### config.mk
export PLATFORM = sky130hd
export DESIGN_NAME = text_line_wrapper
export DESIGN_NICKNAME = d
export VERILOG_FILES = /design/src/hw/rtl/tlw_pkg.sv /design/src/hw/rtl/text_line_wrapper.sv
export SDC_FILE = /design/constraint.sdc
export NUM_CORES = 1
export LEC_CHECK = 0
export BUFFER_PORTS_ARGS = -buffer_cell sky130_fd_sc_hd__buf_2
export CORE_ASPECT_RATIO = 1.1
export CORE_MARGIN = 4
export CORE_UTILIZATION = 55
export DETAILED_ROUTE_END_ITERATION = 16
export PLACE_DENSITY = 0.7
export SYNTH_ARGS = -nofsm -noshare
export SYNTH_HDL_FRONTEND = slang
export SYNTH_SLANG_ARGS = --single-unit
### constraint.sdc
create_clock -name clk -period 19.1 [get_ports clk]
set_clock_uncertainty 0.05 [all_clocks]
set_input_delay 1.91 -clock clk [delete_from_list [all_inputs] [get_ports clk]]
set_output_delay 1.91 -clock clk [all_outputs]
set_load 0.005 [all_outputs]
### src/hw/rtl/tlw_pkg.sv
`default_nettype none

package tlw_pkg;

  // Widths of the output text index and of the line length counter.
  localparam int IndexBits = 24;
  localparam int LenBits   = 14;
  localparam int ModeBits  = 3;
  localparam int ByteBits  = 8;
  localparam int WideBits  = (IndexBits > LenBits) ? IndexBits : LenBits;

  // Column limit and counter ceilings.
  localparam logic [LenBits-1:0]   MaxColumn = LenBits'(10000);
  localparam logic [LenBits-1:0]   LenMax    = '1;
  localparam logic [IndexBits-1:0] IndexMax  = '1;

  // Result queue depth.
  localparam int FifoDepth = 4;
  localparam int PtrBits   = $clog2(FifoDepth);
  localparam int CountBits = $clog2(FifoDepth + 1);

  // Register indexes on the configuration port.
  localparam logic RegWrapColumn = 1'b0;
  localparam logic RegWrapMode   = 1'b1;

  // Wrap mode codes.
  localparam logic [ModeBits-1:0] ModeNone  = 3'd0;
  localparam logic [ModeBits-1:0] ModeWords = 3'd1;
  localparam logic [ModeBits-1:0] ModeOld   = 3'd2;
  localparam logic [ModeBits-1:0] ModeFill  = 3'd3;
  localparam logic [ModeBits-1:0] ModeSolid = 3'd4;

  // Characters of interest.
  localparam logic [ByteBits-1:0] CharNewline = 8'h0A;
  localparam logic [ByteBits-1:0] CharSpace   = 8'h20;
  localparam logic [ByteBits-1:0] CharPeriod  = 8'h2E;
  localparam logic [ByteBits-1:0] CharComma   = 8'h2C;
  localparam logic [ByteBits-1:0] CharSlash   = 8'h2F;

  // One write into the output text.
  typedef struct packed {
    logic [IndexBits-1:0] index;
    logic [ByteBits-1:0]  data;
    logic                 patch;
    logic                 last;
  } res_t;

  function automatic logic is_break(input logic [ByteBits-1:0] b);
    is_break = (b == CharSpace) || (b == CharPeriod) || (b == CharComma) ||
               (b == CharSlash);
  endfunction

  function automatic logic [IndexBits-1:0] index_inc(input logic [IndexBits-1:0] i);
    index_inc = (i == IndexMax) ? i : i + IndexBits'(1);
  endfunction

  function automatic logic [LenBits-1:0] len_inc(input logic [LenBits-1:0] l);
    len_inc = (l == LenMax) ? l : l + LenBits'(1);
  endfunction

endpackage

`default_nettype wire

### src/hw/rtl/text_line_wrapper.sv
// Text line wrapper: greedy word wrap, solid blocks or pass-through on bytes.
// Input channel (in_valid/in_ready) carries one character per transfer,
// with first_of_text clearing the line state before that character.
// Output channel (out_valid/out_ready) carries writes into the output text
// as (out_index, out_byte) pairs; is_patch marks a rewrite of an earlier
// break to newline, last_of_run marks the final write caused by one byte.
// Configuration: cfg_write with cfg_index 0 sets wrap_column, index 1 sets
// wrap_mode; writes take effect at the next edge. They are to be made while
// idle; the block leaves this to the user. A byte's writes enter the
// result queue at its transfer and leave it in order; a second write (patch
// or inserted newline) follows the first one. Throughput: one byte per cycle
// while each byte gives one write and out_ready stays high; the output port
// moves one write per cycle while out_ready is high. The line state updates
// in the cycle of the transfer. Results sit in a four-entry queue; in_ready
// is high while at least two entries are free, so a stalled receiver backs
// up the input after a few bytes and nothing is lost. Reset clears the line
// state and the queue and sets wrap_column to 1 and wrap_mode to 0.
`default_nettype none

module text_line_wrapper (
  input  wire                              clk,
  input  wire                              rst,
  input  wire                              in_valid,
  output logic                             in_ready,
  input  wire  [tlw_pkg::ByteBits-1:0]     in_byte,
  input  wire                              first_of_text,
  output logic                             out_valid,
  input  wire                              out_ready,
  output logic [tlw_pkg::IndexBits-1:0]    out_index,
  output logic [tlw_pkg::ByteBits-1:0]     out_byte,
  output logic                             is_patch,
  output logic                             last_of_run,
  input  wire                              cfg_write,
  input  wire                              cfg_index,
  input  wire  [tlw_pkg::LenBits-1:0]      cfg_data
);
  import tlw_pkg::*;

  logic [LenBits-1:0]   wrap_column;
  logic [ModeBits-1:0]  wrap_mode;
  logic [LenBits-1:0]   line_length, line_length_next;
  logic [IndexBits-1:0] break_index, break_index_next;
  logic                 break_valid, break_valid_next;
  logic [IndexBits-1:0] write_index, write_index_next;

  res_t                 fifo_mem [FifoDepth];
  logic [PtrBits-1:0]   wr_ptr, rd_ptr;
  logic [CountBits-1:0] count;

  logic                 in_xfer, out_xfer;
  logic                 push0, push1;
  res_t                 r0, r1;

  // Configuration registers.
  always_ff @(posedge clk) begin
    if (rst) begin
      wrap_column <= LenBits'(1);
      wrap_mode   <= ModeNone;
    end else if (cfg_write) begin
      if (cfg_index == RegWrapColumn) begin
        wrap_column <= cfg_data;
      end else begin
        wrap_mode <= cfg_data[ModeBits-1:0];
      end
    end
  end

  assign in_xfer  = in_valid && in_ready;
  assign out_xfer = out_valid && out_ready;

  // Per-byte wrap decision and next line state.
  always_comb begin
    logic [LenBits-1:0]   col;
    logic [ByteBits-1:0]  b;
    logic [IndexBits-1:0] wi, wi1, after;
    logic [WideBits-1:0]  after_wide;

    col = wrap_column;
    if (col == '0) begin
      col = LenBits'(1);
    end else if (col > MaxColumn) begin
      col = MaxColumn;
    end

    // A new text starts from cleared counters.
    if (first_of_text) begin
      line_length_next = '0;
      break_index_next = '0;
      break_valid_next = 1'b0;
      wi               = '0;
    end else begin
      line_length_next = line_length;
      break_index_next = break_index;
      break_valid_next = break_valid;
      wi               = write_index;
    end

    b                = in_byte;
    wi1              = index_inc(wi);
    after            = '0;
    after_wide       = '0;
    write_index_next = wi1;
    push0            = 1'b1;
    push1            = 1'b0;
    r0               = '{index: wi, data: b, patch: 1'b0, last: 1'b1};
    r1               = '{index: wi1, data: CharNewline, patch: 1'b0, last: 1'b1};

    case (wrap_mode)
      ModeWords, ModeFill: begin
        if ((wrap_mode == ModeFill) && (b == CharNewline)) begin
          b = CharSpace;
        end
        r0.data = b;
        if (b == CharNewline) begin
          line_length_next = '0;
          break_valid_next = 1'b0;
        end else begin
          if (is_break(b)) begin
            break_index_next = wi;
            break_valid_next = 1'b1;
          end
          line_length_next = len_inc(line_length_next);
        end
        // Line too long: turn the last break into a newline.
        if ((line_length_next > col) && break_valid_next) begin
          push1      = 1'b1;
          r1.index   = break_index_next;
          r1.patch   = 1'b1;
          after      = wi - break_index_next;
          after_wide = WideBits'(after);
          if (after_wide > WideBits'(LenMax)) begin
            line_length_next = LenMax;
          end else begin
            line_length_next = LenBits'(after_wide);
          end
          break_valid_next = 1'b0;
        end
      end
      ModeSolid: begin
        if (b == CharNewline) begin
          // Newlines are dropped in solid blocks.
          push0            = 1'b0;
          write_index_next = wi;
        end else begin
          line_length_next = len_inc(line_length_next);
          if (line_length_next >= col) begin
            push1            = 1'b1;
            write_index_next = index_inc(wi1);
            line_length_next = '0;
          end
        end
      end
      default: begin
      end
    endcase

    r0.last = !push1;
  end

  // Line state.
  always_ff @(posedge clk) begin
    if (rst) begin
      line_length <= '0;
      break_index <= '0;
      break_valid <= 1'b0;
      write_index <= '0;
    end else if (in_xfer) begin
      line_length <= line_length_next;
      break_index <= break_index_next;
      break_valid <= break_valid_next;
      write_index <= write_index_next;
    end
  end

  // Result queue storage.
  always_ff @(posedge clk) begin
    if (in_xfer && push0) begin
      fifo_mem[wr_ptr] <= r0;
    end
    if (in_xfer && push1) begin
      fifo_mem[wr_ptr + PtrBits'(1)] <= r1;
    end
  end

  // Result queue pointers and fill count.
  always_ff @(posedge clk) begin
    if (rst) begin
      wr_ptr <= '0;
      rd_ptr <= '0;
      count  <= '0;
    end else begin
      wr_ptr <= wr_ptr + PtrBits'(in_xfer && push0) + PtrBits'(in_xfer && push1);
      rd_ptr <= rd_ptr + PtrBits'(out_xfer);
      count  <= count + CountBits'(in_xfer && push0) + CountBits'(in_xfer && push1)
                - CountBits'(out_xfer);
    end
  end

  assign in_ready    = (count <= CountBits'(FifoDepth - 2));
  assign out_valid   = (count != '0);
  assign out_index   = fifo_mem[rd_ptr].index;
  assign out_byte    = fifo_mem[rd_ptr].data;
  assign is_patch    = fifo_mem[rd_ptr].patch;
  assign last_of_run = fifo_mem[rd_ptr].last;

endmodule

`default_nettype wire

# After elaboration in Yosys (flattened, before gate mapping)
# Memories as Yosys holds them, arrays and structs flattened. A register that Yosys moved wholly into a read port is not among the register bits.
# Index checks and enable logic that the tools add are counted.
dict set report totals {
  regBits 87
  ram_bits 136
  in_bits 29
  out_inout_bits 36
  wordCells 99
  memories 1
}
dict set report classes {
  add_sub_neg 11
  magnitude_cmp 5
  eq_ne 12
  mux 45
  bitwise_logic 1
  n_reduce_logical 15
}
# memory depth word_bits rd rd_clocked_by_memory_dff write_ports line_no
set memory_table {}
lappend memory_table {fifo_mem 4 34 1 1 2 text_line_wrapper.sv:46} ;# res_t fifo_mem [FifoDepth];
# operator n
set op_table {}
lappend op_table {{24-bit 2-to-1 mux} 13}
lappend op_table {{14-bit 2-to-1 mux} 10}
lappend op_table {{24-bit by 1-bit adder with 24-bit output (second input constant)} 2}
lappend op_table {{24-bit equality test (second input constant)} 2}
lappend op_table {{8-bit by 6-bit equality test with 1-bit output (second input constant)} 4}
lappend op_table {{14-bit one-hot mux with 2 select lines} 1}
lappend op_table {{24-bit by 14-bit > comparator with 1-bit output (second input constant)} 1}
lappend op_table {{8-bit 2-to-1 mux} 3}
lappend op_table {{24-bit subtractor} 1}
lappend op_table {{8-bit by 4-bit equality test with 1-bit output (second input constant)} 2}
lappend op_table {{1-bit 2-to-1 mux} 16}
lappend op_table {{14-bit by 1-bit adder with 14-bit output (second input constant)} 1}
lappend op_table {{14-bit equality test (second input constant)} 1}
lappend op_table {{14-bit >= comparator} 1}
lappend op_table {{14-bit > comparator} 1}
lappend op_table {{14-bit > comparator (second input constant)} 1}
lappend op_table {{14-bit logical NOT} 1}
lappend op_table {{2-bit by 1-bit adder with 2-bit output} 3}
lappend op_table {{3-bit by 1-bit adder with 3-bit output} 2}
lappend op_table {{1-bit logical AND} 6}
lappend op_table {{2-bit AND reduction} 2}
lappend op_table {{3-bit by 1-bit equality test with 1-bit output (second input constant)} 1}
lappend op_table {{3-bit by 2-bit equality test with 1-bit output (second input constant)} 1}
lappend op_table {{3-bit equality test (second input constant)} 1}
lappend op_table {{10 further kinds} 12}

# Longest topological paths before layout
# Gate-level depths: netlist (run 1).
dict set report logic_depth {
  depth_word 17
  ltp_mapped 26
  mapped_depth_nobuf 21
}

# Worst setup path after synthesis (run 1)
# No wires, ideal clock.
dict set report synth_timing {
  kind {input port to flip-flop}
  startpoint {input port first_of_text}
  endpoint {memory fifo_mem[0][10] in the netlist's numbering (enable)}
  setup_time_ns 0.382
  t_arrival_ns 6.921
  t_required_ns 18.668
  slack_ns 11.747
  stages 23
  n_path_buf 5
  cell_sequence {buf_2 -> clkbuf_1 -> buf_1 -> nor2b_1 -> ha_1 -> and2_1 -> nand2_1 -> nor3_1 -> nor3_1 -> xnor2_1 -> nor2_1 -> ha_1 -> and3_1 -> o2111ai_1 -> a31oi_1 -> a211oi_1 -> o211ai_1 -> nand2_1 -> a21oi_1 -> nand3_1 -> clkbuf_1 -> buf_1 -> nand2_1}
}
# item line_no
set synth_rtl {}
lappend synth_rtl {{start, declared} text_line_wrapper.sv:26} ;# input wire first_of_text,
lappend synth_rtl {{end, declared} text_line_wrapper.sv:46}

==> results of run 1 <==
-- worst max-delay path, cell delays in order --
cell      delay (ns)
buf_2           0.14
nor3_2          0.93
nand3_1         0.76
nor2_1          0.85
nor3_1          0.16
ha_1            0.34
nand4_1         0.09
nor2_1          0.19
o311ai_0        0.18
nand3_1         0.21
nand3_2         0.12
a21oi_1         0.68
nand2_1         0.13
buf_4           0.29
nand2_1         0.92
-- cells by family after synthesis --
| logic type | Yosys count | share of synthesized area |
|---|---|---|
| fa+ha+maj | 55 | 0.0477 |
| buf+inv | 183 | 0.0476 |
| xor+xnor | 65 | 0.0378 |
| mux | 51 | 0.0622 |
| flops | 223 | 0.363 |
| simple gates | 653 | 0.207 |
| compound gates | 527 | 0.234 |
-- final cells by class --
cell class	count	area share
Clock buffer	30	0.0407
Clock inverter	16	0.00735
Inverter	61	0.0140
Multi-Input combinational cell	1351	0.544
Sequential cell	223	0.335
Tap cell	357	0.0273
Timing Repair Buffer	91	0.0320
-- cell usage after synthesis, types with 7 or more instances --
cell type  number
nand2_1       245
a22oi_1        24
buf_2          14
nand3_1        51
xnor2_1        44
o21ai_0        58
nor2b_1        30
ha_1           51
o21a_1          8
o211ai_1       21
mux2i_1        17
a21oi_1       136
a31oi_1        22
a22o_1         13
and3_1         23
mux4_2         34
a21o_1         19
nor2_1        133
clkbuf_1       89
xor2_1         21
nor4_1         10
dfxtp_1       123
nor3_1         49
nand4_1        20
buf_1          16
inv_1          59
o21ai_1         7
and2_1         12
a211oi_1       21
a221o_1         8
or3_1          10
o22ai_1        98
nand2b_1       25
edfxtp_1      100
-- state kept, by name, summed over array words and instances, names as in the netlist --
name and flops:
break_index 24, break_valid 1, count 3, fifo_mem 136, line_length 14, rd_ptr 2, wr_ptr 2, wrap_column 14
wrap_mode 3, write_index 24
-- where the power goes --
| group | switching, mW | internal (mW) |
|---|---|---|
| clock network | 0.208 | 0.263 |
| logic | 0.343 | 0.252 |
| registers | 0.0602 | 0.590 |
-- per-layer routing --
metal  share of wire  GRT usage
met5               0          0
met3           0.096     0.0364
met1            0.41      0.436
met2            0.46      0.507
met4           0.032     0.0944
-- worst max-delay path by stage --
stage                       start         endpoint  slack [ns]  cells past startpoint
global placement       in_byte[4]  fifo_mem[2][11]       10.96                     15
CTS                    in_byte[4]  fifo_mem[2][28]       11.42                     15
finish                 in_byte[4]  fifo_mem[2][27]       11.27                     15
detailed placement     in_byte[4]   fifo_mem[2][1]       10.87                     15
floorplan           first_of_text  fifo_mem[0][10]       11.75                     23
global route           in_byte[4]  fifo_mem[2][31]       10.78                     15
==> impl_metrics.csv, run 1 <==
group,metric,value,unit
clock_network,clock_sinks,223,
timing,setup_viol,0,
placed_design,io_buffer_count,64,
clock_network,clkTransAtPathRegs,0.06,ns
drt,ant_nets,0,
global_routing,grt_pass1_wl,76500,µm
global_routing,track_usage,0.310,
drt,drt_iter0_markers,2034,
timing,rsz0062_at_grt,"no",
synth,seq_area_frac_synth,0.363,
timing,hold_viol,0,
global_routing,first_global_vias,13500,
drt,viasPerCell,6.74,
timing,finalHoldWorstSlack,0.406,ns
cells_and_area,n_antenna_cell,0,
timing,final.period_utilization,0.410,
critical_path,critPathLaunchType,"input port",
synth,syn_avg_cell_area,8.57,µm²
timing,fmax,0.128,GHz
timing,worst_pin_slew,1.21,ns
cells_and_area,register_area,5470,µm²
synth,ys_async_sr_fraction,0,
critical_path,worst_setup_path_end_kind,"register",
placed_design,dp_hpwl,34400,µm
critical_path,reg2reg_depth,19,
floorplanning,die_x,166,µm
timing,finalCriticalPeriod,7.83,ns
clock_network,clockRootBuffer,"clkbuf_16",
critical_path,worst_r2r_startpoint,"line_length[4]",
global_routing,antenna_found_initial,0,
global_routing,grt_max_degree,63,
clock_network,clockBufferDepth,3,
critical_path,criticalPathCategory,"in2reg",
critical_path,reg2reg_slack,12.87,ns
drt,finalWirelength,48600,µm
placed_design,placed_cells,2083,
cells_and_area,fillers,2404,
clock_network,tritoncts,"yes",
synth,yosysWarnings,0,
cells_and_area,nNetsFinal,1837,
clock_network,ctsResizeCount,0,
cells_and_area,mostFrequentLayoutCell,"nand2_1",
worst_hold_path,holdPathEnd,"fifo_mem[2][2]",
synth,synth_top_area_frac,0.199,
cells_and_area,stdcell_count,2129,
drt,routed-via-count,14400,
status,status,"complete, no violations",
timing,final.setup.tns,0,ns
drt,wl_per_cell,22.8,µm
placed_design,place_congestion,1.00,
floorplanning,start_util,0.559,
drt,drt-pass1-iter-count,12,
clock_network,postCtsHoldBufs,0,
worst_hold_path,hold_path_class,"reg2reg",
floorplanning,ios,65,
cells_and_area,drive_gt1_frac,0.111,
synth,synth_area_leaders,"edfxtp_1 (20%), dfxtp_1 (16%), nand2_1 (6.1%)",
synth,ys_ff_latch,223,
worst_hold_path,hold_start,"fifo_mem[2][2]",
critical_path,r2r-end,"fifo_mem[2][17]",
timing,setup_slack,11.27,ns
floorplanning,coreArea,27000,µm²
clock_network,cts_setup_buffers,0,
clock_network,numCtsBuffers,25,
timing,final_max_slew_viol_count,0,
clock_network,clk_latency,0.55,ns
cells_and_area,multi_input_area,8890,µm²
critical_path,cp_max_fo,29,
synth,ys.flop_type,"dfxtp_1",
worst_hold_path,whs_path_depth,2,
synth,ys_types,93,
cells_and_area,area_delta_synth_final,8.54,%
run,drv_cap,0,
floorplanning,dieArea,30100,µm²
cells_and_area,fin_util,0.606,
global_routing,overflow,0,
critical_path,worstPathArrival,7.93,ns
placed_design,place_ws,10.87,ns
clock_network,cts_htree_levels,1,
drt,drcViolationCount,0,
placed_design,post_dp_cell_area,15600,µm²
synth,syn_inst,1757,
synth,syn_nets,1841,
cells_and_area,stdcell_area,16300,µm²
timing,maxSlewHeadroom,0.192,
floorplanning,rows,63,
floorplanning,die_h,182,µm
power_and_ir_drop,powerDensity,105,nW/µm²
synth,synth_top_area_cell,"edfxtp_1",
critical_path,required,19.20,ns
power_and_ir_drop,vdd.ir_drop.worst,0.0833,mV
power_and_ir_drop,p_leak,5.96,nW
synth,synth_area,15100,µm²
power_and_ir_drop,power.total,1.72,mW
synth,synth-edff-count,100,
cells_and_area,most-common-layout-cells,"nand2_1 (245), a21oi_1 (136), nor2_1 (133), dfxtp_1 (121), edfxtp_1 (100)",
Note: power is estimated with default switching activity, not from simulation.
==> inputs of run 2 (changes only) <==
--- a/config.mk
+++ b/config.mk
@@ -10,7 +10,7 @@
 export CORE_MARGIN = 4
 export CORE_UTILIZATION = 55
 export DETAILED_ROUTE_END_ITERATION = 16
-export PLACE_DENSITY = 0.7
+export PLACE_DENSITY = 0.73
 export SYNTH_ARGS = -nofsm -noshare
 export SYNTH_HDL_FRONTEND = slang
 export SYNTH_SLANG_ARGS = --single-unit
==> constraint.sdc (replaced) <==
create_clock -name clk -period 6.3 [get_ports clk]
set_clock_uncertainty 0.05 [all_clocks]
set_input_delay 0.63 -clock clk [delete_from_list [all_inputs] [get_ports clk]]
set_output_delay 0.63 -clock clk [all_outputs]
set_load 0.005 [all_outputs]
==> run 2 against run 1 <==
Against the previous run:
- wire length grew 1.5%
- sequential share of layout area shrank 0.57 points
- critical path type is now reg2reg
- via count grew 0.42%
- first-iteration DRC count shrank 3.7%
- critical path depth grew 5
- cell area grew 1.7%
- utilization grew 1.0 points
==> impl_metrics.csv, run 2 (synthesis results as in run 1) <==
group,metric,value,unit
clock_network,clk_latency,0.53,ns
drt,drt_iter0_markers,1959,
placed_design,dp_hpwl,35500,µm
global_routing,overflow,0,
cells_and_area,largestRegisters,"fifo_mem (136), break_index (24), write_index (24)",
cells_and_area,register_area,5470,µm²
placed_design,place_ws,0.394,ns
clock_network,clockRootBuffer,"clkbuf_16",
clock_network,cts_htree_levels,1,
floorplanning,coreArea,27000,µm²
clock_network,ctsResizeCount,0,
cells_and_area,multi_input_area,8890,µm²
timing,final.period_utilization,0.867,
critical_path,critPathLaunch,"line_length[4]",
placed_design,place_congestion,1.02,
cells_and_area,fin_util,0.617,
power_and_ir_drop,powerDensity,327,nW/µm²
timing,rsz0062_at_grt,"no",
clock_network,cts_setup_buffers,0,
cells_and_area,stdcell_count,2148,
drt,drt-pass1-iter-count,6,
status,status,"complete, no violations",
drt,finalWirelength,49300,µm
timing,finalCriticalPeriod,5.46,ns
clock_network,clkTransAtPathRegs,0.06,ns
run,drv_cap,0,
drt,viasPerCell,6.71,
floorplanning,rows,63,
critical_path,required,6.71,ns
global_routing,first_global_vias,13800,
floorplanning,start_util,0.559,
cells_and_area,largest_register,"fifo_mem",
timing,finalHoldWorstSlack,0.291,ns
timing,hold_viol,0,
power_and_ir_drop,vdd.ir_drop.worst,0.190,mV
global_routing,grt_max_degree,59,
power_and_ir_drop,p_leak,6.13,nW
cells_and_area,stdcell_area,16600,µm²
critical_path,worst_setup_path_end_kind,"register",
critical_path,worst_r2r_startpoint,"line_length[4]",
placed_design,placed_cells,2103,
cells_and_area,drive_gt1_frac,0.122,
cells_and_area,most-common-layout-cells,"nand2_1 (245), a21oi_1 (136), nor2_1 (133), dfxtp_1 (121), edfxtp_1 (100)",
clock_network,postCtsHoldBufs,0,
power_and_ir_drop,power.total,5.44,mW
global_routing,track_usage,0.317,
drt,drcViolationCount,0,
clock_network,tritoncts,"yes",
clock_network,clock_sinks,223,
drt,routed-via-count,14400,
cells_and_area,n_antenna_cell,0,
cells_and_area,mostFrequentLayoutCell,"nand2_1",
floorplanning,die_x,166,µm
timing,final.setup.tns,0,ns
clock_network,clockBufferDepth,3,
timing,setup_slack,0.839,ns
cells_and_area,fillers,2399,
floorplanning,ios,65,
critical_path,worstPathArrival,5.87,ns
critical_path,cp_max_fo,10,
timing,setup_viol,0,
floorplanning,dieArea,30100,µm²
timing,worst_pin_slew,1.24,ns
critical_path,critPathLaunchType,"register",
clock_network,numCtsBuffers,25,
cells_and_area,largest_reg_flops,136,
drt,ant_nets,0,
drt,wl_per_cell,23.0,µm
critical_path,criticalPathCategory,"reg2reg",
placed_design,post_dp_cell_area,15700,µm²
cells_and_area,nNetsFinal,1857,
worst_hold_path,hold_start,"cfg_data[5]",
worst_hold_path,hold_path_class,"in2reg",
global_routing,antenna_found_initial,0,
cells_and_area,area_delta_synth_final,10.4,%
placed_design,io_buffer_count,64,
global_routing,grt_pass1_wl,78100,µm
floorplanning,die_h,182,µm
timing,maxSlewHeadroom,0.170,
timing,fmax,0.183,GHz
timing,final_max_slew_viol_count,0,
[run 2: final cells by class]
| type | count | area share |
|---|---|---|
| clock buffers | 30 | 0.0407 |
| clock inverters | 15 | 0.0146 |
| inverters | 61 | 0.0138 |
| multi-input cells | 1351 | 0.535 |
| flip-flops and latches | 223 | 0.329 |
| well taps | 357 | 0.0269 |
| repair buffers | 111 | 0.0405 |
[run 2: where the power goes]
part | internal (mW) | total, mW | leakage [nW] | switching [mW]
sequential | 1.79 | 1.97 | 1.91 | 0.182
combinational | 0.772 | 1.84 | 3.76 | 1.07
clock | 1.01 | 1.63 | 0.453 | 0.616
[run 2: final timing paths]
path,slack (ns),end,cells after the start
hold reg to reg,0.41,fifo_mem[1][2],2
hold / removal,0.29,wrap_column[5],3
setup reg to reg,0.84,line_length[4],20
setup / recovery,0.84,line_length[4],20
[run 2: routing by layer]
metal	vias up	wire length [µm]	global-route usage	share of wire
met5	-	0	0	0
met4	0	1880	0.110	0.038
met3	164	4540	0.0401	0.092
met2	886	23100	0.530	0.47
met1	6760	19800	0.427	0.40
li1	6607	-	-	-
[run 2: critical path, stage by stage (launching register included)]
cell      delay (ns)
dfxtp_1         0.44
nand3_1         0.17
nor4_1          0.61
nand2_1         0.19
nor3_1          0.57
nor2_1          0.14
xnor2_1         0.23
inv_1           0.10
ha_1            0.34
a21o_1          0.20
a22oi_1         0.19
a31oi_1         0.13
a211oi_1        0.22
o211ai_1        0.14
buf_4           0.21
nor2_1          0.49
buf_4           0.27
a221o_1         0.18
a211oi_1        0.06
or3_1           0.32
a21oi_1         0.12
